<file path="src/rtl/core/pcxrle_pkg.sv">
package pcxrle_pkg;

  // Width of a frame-buffer address; addresses wrap modulo 2^ADDR_BITS.
  localparam int ADDR_BITS = 20;

  localparam int CFG_DATA_W = 11;
  localparam int CFG_IDX_W  = 3;

  // A byte with both top bits set is a run header; its low six bits are the count.
  localparam logic [7:0] RUN_MARK = 8'hC0;
  localparam logic [7:0] RUN_MASK = 8'h3F;

  typedef struct packed {
    logic       cmd;
    logic [7:0] in_byte;
  } pcx_in_t;

  typedef struct packed {
    logic [ADDR_BITS-1:0] pixel_address;
    logic [7:0]           pixel_value;
    logic                 last_of_run;
    logic                 image_done;
  } pcx_out_t;

  typedef enum logic [CFG_IDX_W-1:0] {
    CFG_ROW_STRIDE  = 3'd0,
    CFG_FRAME_ROWS  = 3'd1,
    CFG_START_ROW   = 3'd2,
    CFG_LAST_COLUMN = 3'd3,
    CFG_LAST_ROW    = 3'd4
  } cfg_reg_t;

  // Sequencer step addresses and jump conditions.
  typedef enum logic {
    STEP_FETCH = 1'b0,
    STEP_EMIT  = 1'b1
  } step_t;

  typedef enum logic {
    COND_PIXEL_ITEM = 1'b0,
    COND_RUN_END    = 1'b1
  } cond_t;

  // One control word: which datapath actions are enabled in this step, and
  // where to jump when the step's condition is true. Otherwise the step repeats.
  typedef struct packed {
    logic  take_in;
    logic  emit;
    cond_t cond;
    step_t target;
  } ctl_word_t;

  // Microcode store. The fetch step accepts a byte and decodes it; the emit
  // step writes one pixel per transfer until the pending count runs out.
  function automatic ctl_word_t ucode_rom(step_t step);
    ctl_word_t word;
    unique case (step)
      STEP_FETCH: word = '{take_in: 1'b1, emit: 1'b0, cond: COND_PIXEL_ITEM,
                           target: STEP_EMIT};
      STEP_EMIT:  word = '{take_in: 1'b0, emit: 1'b1, cond: COND_RUN_END,
                           target: STEP_FETCH};
      default:    word = '{take_in: 1'b1, emit: 1'b0, cond: COND_PIXEL_ITEM,
                           target: STEP_EMIT};
    endcase
    return word;
  endfunction

endpackage

</file>
<file path="src/rtl/core/pcx_rle_decoder_unit.sv">
// PCX run-length decoder. Each input transfer carries one body byte (or, with
// cmd set, a start-of-image command that clears the position). A literal byte
// produces one pixel write; a run header produces none and arms the decoder,
// and the following byte is then written as many times as the header's count
// (zero to 63). Write addresses are (start_row + row) * row_stride + column,
// modulo 2^20. After each literal or run the column wraps past the clamped
// last column and the row advances; once the row passes the clamped last row
// the final write (if any) carries image_done and further data bytes are
// dropped until the next start command. Control is a two-step microprogram:
// a start command, a run header or an ignored byte needs only the fetch step;
// a literal or a run value byte is fetched, then written by the emit step
// once or as many times as the run's count (a zero-length run still passes
// through the emit step). The emit step writes one pixel per cycle while
// out_ready is high and holds while it is low. Input and output are
// never ready or valid in the same cycle. Configuration registers are written
// through the cfg port (always ready) and must only change while idle.
module pcx_rle_decoder_unit
  import pcxrle_pkg::*;
(
  input  logic                  clk,
  input  logic                  rst_n,

  input  logic                  in_valid,
  output logic                  in_ready,
  input  pcx_in_t               in_data,

  output logic                  out_valid,
  input  logic                  out_ready,
  output pcx_out_t              out_data,

  input  logic                  cfg_valid,
  output logic                  cfg_ready,
  input  logic [CFG_IDX_W-1:0]  cfg_index,
  input  logic [CFG_DATA_W-1:0] cfg_data
);

  // Configuration registers.
  logic [10:0] row_stride_r;
  logic [10:0] frame_rows_r;
  logic [9:0]  start_row_r;
  logic [9:0]  last_column_r;
  logic [9:0]  last_row_r;

  // Sequencer and decoder state.
  step_t       pc_r, pc_nxt;
  logic        await_r, await_nxt;
  logic [5:0]  run_count_r, run_count_nxt;
  logic [5:0]  cnt_r, cnt_nxt;
  logic [10:0] column_r, column_nxt;
  logic [10:0] row_off_r, row_off_nxt;
  logic        finished_r, finished_nxt;

  // Item payload, loaded when a pixel-producing byte is fetched.
  logic [ADDR_BITS-1:0] base_r;
  logic [7:0]           value_r;

  ctl_word_t   ctl;
  logic        in_fire, out_fire, cfg_fire;
  logic        is_header, pixel_item, run_end, jump;
  logic        last_write;
  logic [10:0] col_inc, col_end, mx, my, row_next;
  logic        wrap, done;
  logic [11:0] dest_row;
  logic [22:0] row_product;

  assign ctl       = ucode_rom(pc_r);
  assign in_ready  = ctl.take_in;
  assign cfg_ready = 1'b1;

  assign in_fire  = in_valid && in_ready;
  assign cfg_fire = cfg_valid && cfg_ready;

  // A data byte that is neither ignored nor a header starts the emit step.
  assign is_header  = (in_data.in_byte & RUN_MARK) == RUN_MARK;
  assign pixel_item = in_fire && !in_data.cmd && !finished_r && (await_r || !is_header);

  // Row base for the item; the multiplier output is registered before the add.
  assign dest_row    = 12'(start_row_r) + 12'(row_off_r);
  assign row_product = 23'(dest_row) * 23'(row_stride_r);

  // Clamped edges: an edge at or beyond the size is replaced by the size.
  assign mx = (11'(last_column_r) >= row_stride_r) ? row_stride_r : 11'(last_column_r);
  assign my = (11'(last_row_r) >= frame_rows_r) ? frame_rows_r : 11'(last_row_r);

  // End-of-item position: the column after the last write (or unchanged when
  // the run was empty), then the wrap and finish checks.
  assign col_inc    = column_r + 11'd1;
  assign col_end    = (cnt_r == '0) ? column_r : col_inc;
  assign wrap       = col_end > mx;
  assign row_next   = wrap ? (row_off_r + 11'd1) : row_off_r;
  assign done       = row_next > my;
  assign last_write = cnt_r == 6'd1;

  assign out_valid = ctl.emit && (cnt_r != '0);
  assign out_fire  = out_valid && out_ready;

  assign out_data.pixel_address = base_r + ADDR_BITS'(column_r);
  assign out_data.pixel_value   = value_r;
  assign out_data.last_of_run   = last_write;
  assign out_data.image_done    = last_write && done;

  assign run_end = ctl.emit && ((cnt_r == '0) || (out_fire && last_write));

  always_comb begin
    unique case (ctl.cond)
      COND_PIXEL_ITEM: jump = pixel_item;
      COND_RUN_END:    jump = run_end;
      default:         jump = 1'b0;
    endcase
  end

  always_comb begin
    pc_nxt        = jump ? ctl.target : pc_r;
    await_nxt     = await_r;
    run_count_nxt = run_count_r;
    cnt_nxt       = cnt_r;
    column_nxt    = column_r;
    row_off_nxt   = row_off_r;
    finished_nxt  = finished_r;

    if (in_fire) begin
      if (in_data.cmd) begin
        await_nxt     = 1'b0;
        run_count_nxt = '0;
        column_nxt    = '0;
        row_off_nxt   = '0;
        finished_nxt  = 1'b0;
      end else if (!finished_r) begin
        if (!await_r && is_header) begin
          await_nxt     = 1'b1;
          run_count_nxt = 6'(in_data.in_byte & RUN_MASK);
        end else begin
          cnt_nxt       = await_r ? run_count_r : 6'd1;
          await_nxt     = 1'b0;
          run_count_nxt = '0;
        end
      end
    end

    if (out_fire) begin
      column_nxt = col_inc;
      cnt_nxt    = cnt_r - 6'd1;
    end

    // The end of a run applies the wrap and finish checks.
    if (run_end) begin
      column_nxt   = wrap ? '0 : col_end;
      row_off_nxt  = row_next;
      finished_nxt = done;
    end
  end

  always_ff @(posedge clk) begin
    if (!rst_n) begin
      pc_r          <= STEP_FETCH;
      await_r       <= 1'b0;
      run_count_r   <= '0;
      cnt_r         <= '0;
      column_r      <= '0;
      row_off_r     <= '0;
      finished_r    <= 1'b0;
      row_stride_r  <= 11'd352;
      frame_rows_r  <= 11'd744;
      start_row_r   <= 10'd0;
      last_column_r <= 10'd319;
      last_row_r    <= 10'd199;
    end else begin
      pc_r        <= pc_nxt;
      await_r     <= await_nxt;
      run_count_r <= run_count_nxt;
      cnt_r       <= cnt_nxt;
      column_r    <= column_nxt;
      row_off_r   <= row_off_nxt;
      finished_r  <= finished_nxt;
      if (cfg_fire) begin
        unique case (cfg_reg_t'(cfg_index))
          CFG_ROW_STRIDE:  row_stride_r  <= cfg_data;
          CFG_FRAME_ROWS:  frame_rows_r  <= cfg_data;
          CFG_START_ROW:   start_row_r   <= cfg_data[9:0];
          CFG_LAST_COLUMN: last_column_r <= cfg_data[9:0];
          CFG_LAST_ROW:    last_row_r    <= cfg_data[9:0];
          default: ;
        endcase
      end
    end
  end

  always_ff @(posedge clk) begin
    if (pixel_item) begin
      base_r  <= row_product[ADDR_BITS-1:0];
      value_r <= in_data.in_byte;
    end
  end

`ifndef SYNTHESIS
  // The sequencer never takes a byte while a write is pending.
  a_no_overlap: assert property (@(posedge clk) disable iff (!rst_n)
    !(in_ready && out_valid))
    else $error("input accepted while a pixel write is pending");

  // A finished image produces no writes.
  a_quiet_when_done: assert property (@(posedge clk) disable iff (!rst_n)
    finished_r |-> !out_valid)
    else $error("pixel write after the image finished");

  // The last write of a run returns control to the fetch step.
  a_fetch_after_last: assert property (@(posedge clk) disable iff (!rst_n)
    (out_fire && out_data.last_of_run) |=> in_ready)
    else $error("no fetch after the last write of a run");

  // A write that is not the last one is followed by another write.
  a_run_continues: assert property (@(posedge clk) disable iff (!rst_n)
    (out_fire && !out_data.last_of_run) |=> out_valid)
    else $error("run ended before its count ran out");
`endif

endmodule

</file>
<file path="config.mk">
export PLATFORM = sky130hd
export DESIGN_NAME = pcx_rle_decoder_unit
export DESIGN_NICKNAME = d
export VERILOG_FILES = /design/src/rtl/core/pcxrle_pkg.sv /design/src/rtl/core/pcx_rle_decoder_unit.sv
export SDC_FILE = /design/constraint.sdc
export NUM_CORES = 1
export LEC_CHECK = 0
export BUFFER_PORTS_ARGS = -buffer_cell sky130_fd_sc_hd__buf_2
export CORE_MARGIN = 2
export CORE_UTILIZATION = 40
export DETAILED_ROUTE_END_ITERATION = 10
export SYNTH_ARGS = -nofsm -noshare
export SYNTH_HDL_FRONTEND = slang
export SYNTH_SLANG_ARGS = --single-unit
</file>
<file path="constraint.sdc">
create_clock -name clk -period 6.09 [get_ports clk]
set_clock_uncertainty 0.2 [all_clocks]
set_input_delay 0.3045 -clock clk [delete_from_list [all_inputs] [get_ports clk]]
set_output_delay 0.3045 -clock clk [all_outputs]
set_load 0.02 [all_outputs]
</file>
# After elaboration in Yosys (flattened, before gate mapping)
# Index checks and enable logic that the tools add are counted.
[word_totals]
out_inout_bits = 33
latch_bits = 0
rom_bits = 0
memories = 0
ram_bits = 0
inputBits = 28
ff_bits = 117
[op_classes]
bitwise_logic = 2
reduce_logical = 33
magnitude_cmp = 4
div = 0
n_addsub = 5
n_mul = 1
mux = 27
n_shift = 0
n_eq_ne = 10
[op_table]
columns = ["operator", "count"]
rows = [
  ["$mux 11", 10],
  ["$mux 6", 9],
  ["$add 11x1->11 const B", 2],
  ["$ge 10x11->1", 2],
  ["$gt 11x11->1", 2],
  ["$add 20x11->20", 1],
  ["$mul 12x11->20", 1],
  ["$reduce_and 2->1", 8],
  ["$add 10x11->12", 1],
  ["$logic_and 1x1->1", 10],
  ["$pmux 4 s2", 1],
  ["$eq 3x2->1 const B", 2],
  ["$eq 6x1->1 const B", 1],
  ["$logic_not 6->1", 1],
  ["$mux 1", 6],
  ["$reduce_bool 2->1", 3],
  ["$reduce_bool 3->1", 2],
  ["$reduce_bool 6->1", 1],
  ["$sub 6x1->6 const B", 1],
  ["$logic_not 1->1", 4],
  ["$ne 2x1->1 const B", 2],
  ["$ne 2x2->1 const B", 2],
  ["$reduce_and 4->1", 1],
  ["$eq 3x1->1 const B", 1],
  ["other kinds (6)", 8],
]

# Depth between registers and ports, before layout
[depth]
word_depth = 9
depth_mapped = 29
ltp_nobuf = 27

# Least setup slack after synthesis
# No wires, ideal clock.
[synth_timing]
path_type = "flip-flop to flip-flop"
startpoint = "register row_off_r[0]"
endpoint = "register base_r[18] (data pin)"
stages_incl_launch_ff = 28
t_arrival_ns = 6.263
path_slack_ns = -0.639
setup_ns = 0.266
synth_period_minus_slack_ns = 6.729
path_cell_list = "dfxtp_1 ha_1 inv_1 fa_1 nor2b_1 o31a_1 o21a_1 nor2_1 xnor2_1 clkbuf_1 and2_1 fa_1 fa_1 fa_1 fa_1 inv_1 fa_1 inv_1 ha_1 clkbuf_1 a21o_1 a21o_1 a21oi_1 o21ai_0 or3_1 a31oi_1 nor3_1 xor2_1"
[synth_via]
elab_chain_len = 2
[synth_lines]
columns = ["element", "line_no", "source"]
rows = [
  ["start, declared", "pcx_rle_decoder_unit.sv:50", "logic [10:0] row_off_r, row_off_nxt;"],
  ["start signal, assigned", "pcx_rle_decoder_unit.sv:173", "row_off_r <= row_off_nxt;"],
  ["$add 10x11->12", "pcx_rle_decoder_unit.sv:78", "assign dest_row = 12'(start_row_r) + 12'(row_off_r);"],
  ["$mul 12x11->20", "pcx_rle_decoder_unit.sv:79", "assign row_product = 23'(dest_row) * 23'(row_stride_r);"],
  ["net row_product[18]", "pcx_rle_decoder_unit.sv:64", "logic [22:0] row_product;"],
  ["end signal, assigned", "pcx_rle_decoder_unit.sv:190", "base_r <= row_product[ADDR_BITS-1:0];"],
  ["end, declared", "pcx_rle_decoder_unit.sv:54", "logic [ADDR_BITS-1:0] base_r;"],
]
# The timed path passes the listed nets, and every way through them passes these cells.
# A chain may end at the register's enable or synchronous reset.

# Final worst setup path
# Same ends and word-level chain as after synthesis.

==> impl_results.html <==
<table>
<tr><th>Metric</th><th>Value</th></tr>
<tr><th colspan="2">Power and ir drop</th></tr>
<tr><td>Overall power of the completed layout</td><td>2.17 mW</td></tr>
<tr><td>LEAKAGE</td><td>6.45 nW</td></tr>
<tr><td>Total power density per cell area</td><td>157 nW/µm²</td></tr>
<tr><td>Maximum resistive drop on vdd</td><td>0.000141 V</td></tr>
<tr><th colspan="2">Critical path</th></tr>
<tr><td>Setup slack on the worst flop-to-flop path</td><td>-260 ps</td></tr>
<tr><td>Data arrival at the endpoint of the critical path</td><td>around 6300 ps</td></tr>
<tr><td>Critical path capture point type</td><td>flip-flop</td></tr>
<tr><td>Worst Path Required</td><td>6060 ps</td></tr>
<tr><td>Category of the critical setup timing path</td><td>reg -&gt; reg</td></tr>
<tr><td>Maximum net fanout on the critical path</td><td>4</td></tr>
<tr><td>Critical Path Source Type</td><td>flip-flop</td></tr>
<tr><th colspan="2">STA</th></tr>
<tr><td>Final hold violations</td><td>0</td></tr>
<tr><td>Setup violators final</td><td>5</td></tr>
<tr><td>Final Max Slew Viols</td><td>0</td></tr>
<tr><td>Final worst setup slack</td><td>-262 ps</td></tr>
<tr><td>Post-route minimum period</td><td>between 6000 and 7000 ps</td></tr>
<tr><td>Final cycle utilization of the critical path</td><td>104%</td></tr>
<tr><td>Tightest Pin Transition</td><td>1180 ps</td></tr>
<tr><td>RSZ-0062 raised after global routing</td><td>yes</td></tr>
<tr><td>Rel. slew slack</td><td>20.9%</td></tr>
<tr><td>Max Clock Freq</td><td>157 MHz</td></tr>
<tr><th colspan="2">Floorplan</th></tr>
<tr><td>DIE AREA</td><td>between 20000 and 30000 µm²</td></tr>
<tr><td>Number of placed I/O pins</td><td>61</td></tr>
<tr><td>Chip height</td><td>172 µm</td></tr>
<tr><td>Number of standard-cell rows in the floorplan</td><td>61</td></tr>
<tr><td>Core region area</td><td>27900 µm²</td></tr>
<tr><td>Starting density of the core</td><td>40.7%</td></tr>
<tr><td>Die width</td><td>172 µm</td></tr>
<tr><th colspan="2">Route</th></tr>
<tr><td>Total number of vias</td><td>9689</td></tr>
<tr><td>Initial DRT Pass Iterations</td><td>5</td></tr>
<tr><td>Total routed wirelength</td><td>between 20000 and 30000 µm</td></tr>
<tr><td>Detailed-route wire length per cell</td><td>approximately 16 µm</td></tr>
<tr><td>Drt first-iter violations</td><td>~510</td></tr>
<tr><td>Post-detailed-route via-to-cell ratio</td><td>5.14</td></tr>
<tr><td>Antenna-violating nets left</td><td>0</td></tr>
<tr><td>Residual DRC count</td><td>0</td></tr>
<tr><th colspan="2">Clocking</th></tr>
<tr><td>Insertion delay to the later sink of the worst-skew pair</td><td>between 400 and 500 ps</td></tr>
<tr><td>Clock tree from TritonCTS</td><td>done</td></tr>
<tr><td>Level count of the clock H-tree</td><td>4</td></tr>
<tr><td>Buffer cell driving the clock tree root</td><td>clkbuf_16</td></tr>
<tr><td>Worst-case clock buffer depth</td><td>2</td></tr>
<tr><td>CTS clk-pin slew, worst paths</td><td>70 ps</td></tr>
<tr><td>Number of sinks handled by clock tree synthesis</td><td>117</td></tr>
<tr><td>Clock buffers created by TritonCTS</td><td>17</td></tr>
<tr><th colspan="2">Yosys</th></tr>
<tr><td>Synth top area cells</td><td>dfxtp_1, fa_1, ha_1, edfxtp_1, nand2_1</td></tr>
<tr><td>Share of synthesized flip-flops with an asynchronous set or reset</td><td>0%</td></tr>
<tr><td>Average size of a mapped cell</td><td>8.42 µm²</td></tr>
<tr><td>Cell type with the highest aggregate area in the netlist</td><td>dfxtp_1</td></tr>
<tr><td>Area of the mapped netlist</td><td>11300 µm²</td></tr>
<tr><td>Cells after Synth</td><td>between 1000 and 1500</td></tr>
<tr><td>Ys flop type</td><td>dfxtp_1</td></tr>
<tr><td>Fraction of the yosys area taken by sequential cells</td><td>23.2%</td></tr>
<tr><td>Flop and latch count out of synthesis</td><td>about 120</td></tr>
<tr><td>Number of enable-type register cells in the synthesized netlist</td><td>28</td></tr>
<tr><td>Unique masters post-synth</td><td>70</td></tr>
<tr><td>Area fraction of the dominant cell type after synthesis</td><td>15.7%</td></tr>
<tr><td>Count of yosys warnings during synthesis</td><td>0</td></tr>
<tr><th colspan="2">GRT</th></tr>
<tr><td>GR Layer Usage met2</td><td>35.3%</td></tr>
<tr><td>Global route overflow</td><td>0</td></tr>
<tr><td>GRT Total Usage</td><td>20.9%</td></tr>
<tr><td>M3 GR Usage</td><td>2.13%</td></tr>
<tr><td>Maximum number of pins on one net before global-route repair</td><td>49</td></tr>
<tr><td>Global-route wire length before repair</td><td>48900 µm</td></tr>
<tr><td>Initial antenna violation count</td><td>0</td></tr>
<tr><td>Met1 Track Usage GR</td><td>28.5%</td></tr>
<tr><td>Vias in the first global route</td><td>about 9700</td></tr>
<tr><td>GRT busiest layer</td><td>met2</td></tr>
<tr><th colspan="2">Layout</th></tr>
<tr><td>Final nets</td><td>~1700</td></tr>
<tr><td>Storage element area</td><td>about 2600 µm²</td></tr>
<tr><td>Area growth from synthesis to layout</td><td>22.3%</td></tr>
<tr><td>Antenna cells</td><td>0</td></tr>
<tr><td>Fillcell total</td><td>~2700</td></tr>
<tr><td>Layout cells sized above 1</td><td>19.4%</td></tr>
<tr><td>Total area of multi-input combinational cells</td><td>approximately 8300 µm²</td></tr>
<tr><th colspan="2">Placed design</th></tr>
<tr><td>Placer Congestion</td><td>~0.86</td></tr>
<tr><td>Input/output buffers</td><td>59</td></tr>
<tr><td>Post-detail-place hpwl</td><td>22400 µm</td></tr>
<tr><td>Post-place setup slack</td><td>-503 ps</td></tr>
<tr><th colspan="2">Hold path</th></tr>
<tr><td>Class of the most critical hold timing path</td><td>in -&gt; reg</td></tr>
<tr><th colspan="2">Run status</th></tr>
<tr><td>Violations in the final reports</td><td>setup timing</td></tr>
<tr><td>Result of the run</td><td>finished, violations left</td></tr>
<tr><th colspan="2">Job</th></tr>
<tr><td>Max_cap viols</td><td>0</td></tr>
</table>
cell usage in the layout, fill, tap and decap left out, drive strengths merged, types with 9 or more instances in the layout:
master,count
a21o,24
a21oi,98
and2,62
and3,14
buf,170
clkbuf,17
dfxtp,89
dlygate4sd3,13
edfxtp,28
fa,89
ha,115
inv,150
mux2i,20
nand2,193
nand2b,22
nand3,33
nand3b,14
nand4,10
nor2,90
nor2b,17
nor3,9
nor3b,11
o211ai,17
o21a,11
o21ai,45
xnor2,39
xor2,23
through the flow:
| stage | TNS, ps | hold WS, ps | utilization (%) | area [µm²] | std cells |
|---|---|---|---|---|---|
| 6_report | -757 | 2.53 | 49.7 | 13900 | 1885 |
| 3_5_place_dp | -2890 | 257 | 45.5 | 12700 | 1824 |
| 3_3_place_gp | -1810 | 251 | 45.5 | 12700 | 1824 |
| 5_1_grt | -2670 | 0.309 | 49.7 | 13900 | 1885 |
| 2_1_floorplan | -648 | 203 | - | 11500 | 1348 |
| 4_1_cts | -739 | 1.76 | 49.1 | 13700 | 1880 |
kinds of logic after synthesis:
group,after synthesis,synth area share [%]
simple gates,492,21.1
compound gates,249,13.7
fa+ha+maj,204,28.4
buf+inv,199,6.76
flops,117,23.2
xor+xnor,63,4.99
mux,21,1.87
other cells,1,0.0331
cells in the mapped netlist (17+ instances only):
| cell | n |
|---|---|
| nand2_1 | 193 |
| nor2_1 | 87 |
| nand3_1 | 33 |
| fa_1 | 89 |
| a21oi_1 | 98 |
| edfxtp_1 | 28 |
| a21o_1 | 24 |
| o21ai_0 | 44 |
| o211ai_1 | 17 |
| xor2_1 | 23 |
| nand2b_1 | 22 |
| nor2b_1 | 17 |
| xnor2_1 | 39 |
| dfxtp_1 | 89 |
| inv_1 | 142 |
| mux2i_1 | 20 |
| clkbuf_1 | 48 |
| ha_1 | 115 |
| and2_1 | 61 |
worst max-delay path, stage by stage (launching register included):
cell	delay, ps
dfxtp_4	350
ha_4	160
inv_2	50
fa_2	200
nor2b_2	50
o31a_1	310
buf_4	150
o22ai_4	280
a21oi_2	100
o32a_4	210
nand2b_4	140
fa_1	490
inv_2	40
fa_1	450
fa_1	500
fa_1	490
inv_1	50
fa_1	490
inv_2	50
ha_4	210
a21o_1	190
a21oi_2	130
o21ai_1	90
or3_1	330
a31oi_2	170
nor3_2	70
xor2_1	140
state kept, by name, summed over array words and instances (netlist names):
signal / flops
start_row_r: 10
cnt_r: 6
last_row_r: 10
pc_r: 1
value_r: 8
base_r: 20
frame_rows_r: 11
await_r: 1
row_off_r: 11
column_r: 11
row_stride_r: 11
run_count_r: 6
finished_r: 1
last_column_r: 10
routing by layer:
layer / share of wire (%) / routed length [µm]
met1: 48 / 14100
met2: 47 / 13900
met3: 3.2 / 952
met4: 1.7 / 486
met5: 0 / 0
final timing paths:
kind / start / end / depth (start not counted)
worst max-delay path: row_off_r[0] / base_r[18] / 26
worst min-delay path: cfg_data[4] / last_row_r[4] / 3
worst max register to register: row_off_r[0] / base_r[18] / 26
worst min register to register: start_row_r[4] / start_row_r[4] / 2
area by class of cell:
| type | instances | share of cell area, % |
|---|---|---|
| clock inverter | 15 | 1.22 |
| clock buffer | 17 | 3.07 |
| sequential | 117 | 19.0 |
| timing repair buffer | 183 | 9.28 |
| inverter | 143 | 3.88 |
| multi-input combinational | 1032 | 60.1 |
| tap | 378 | 3.41 |
where the power goes:
part	internal [mW]	switching (mW)	leakage (nW)	total [mW]
combinational	0.111	0.171	5.17	0.282
clock	0.614	0.441	0.289	1.06
sequential	0.816	0.0189	0.985	0.835
repair_timing:
item	in CTS	in global routing
endpoints found under the setup margin	10	11
buffers inserted	12	5
pin swaps	53	43
hold buffers	13	0
hold endpoints to repair	28	0
gates resized for setup	39	36
Power figures use the tool's default switching activity.
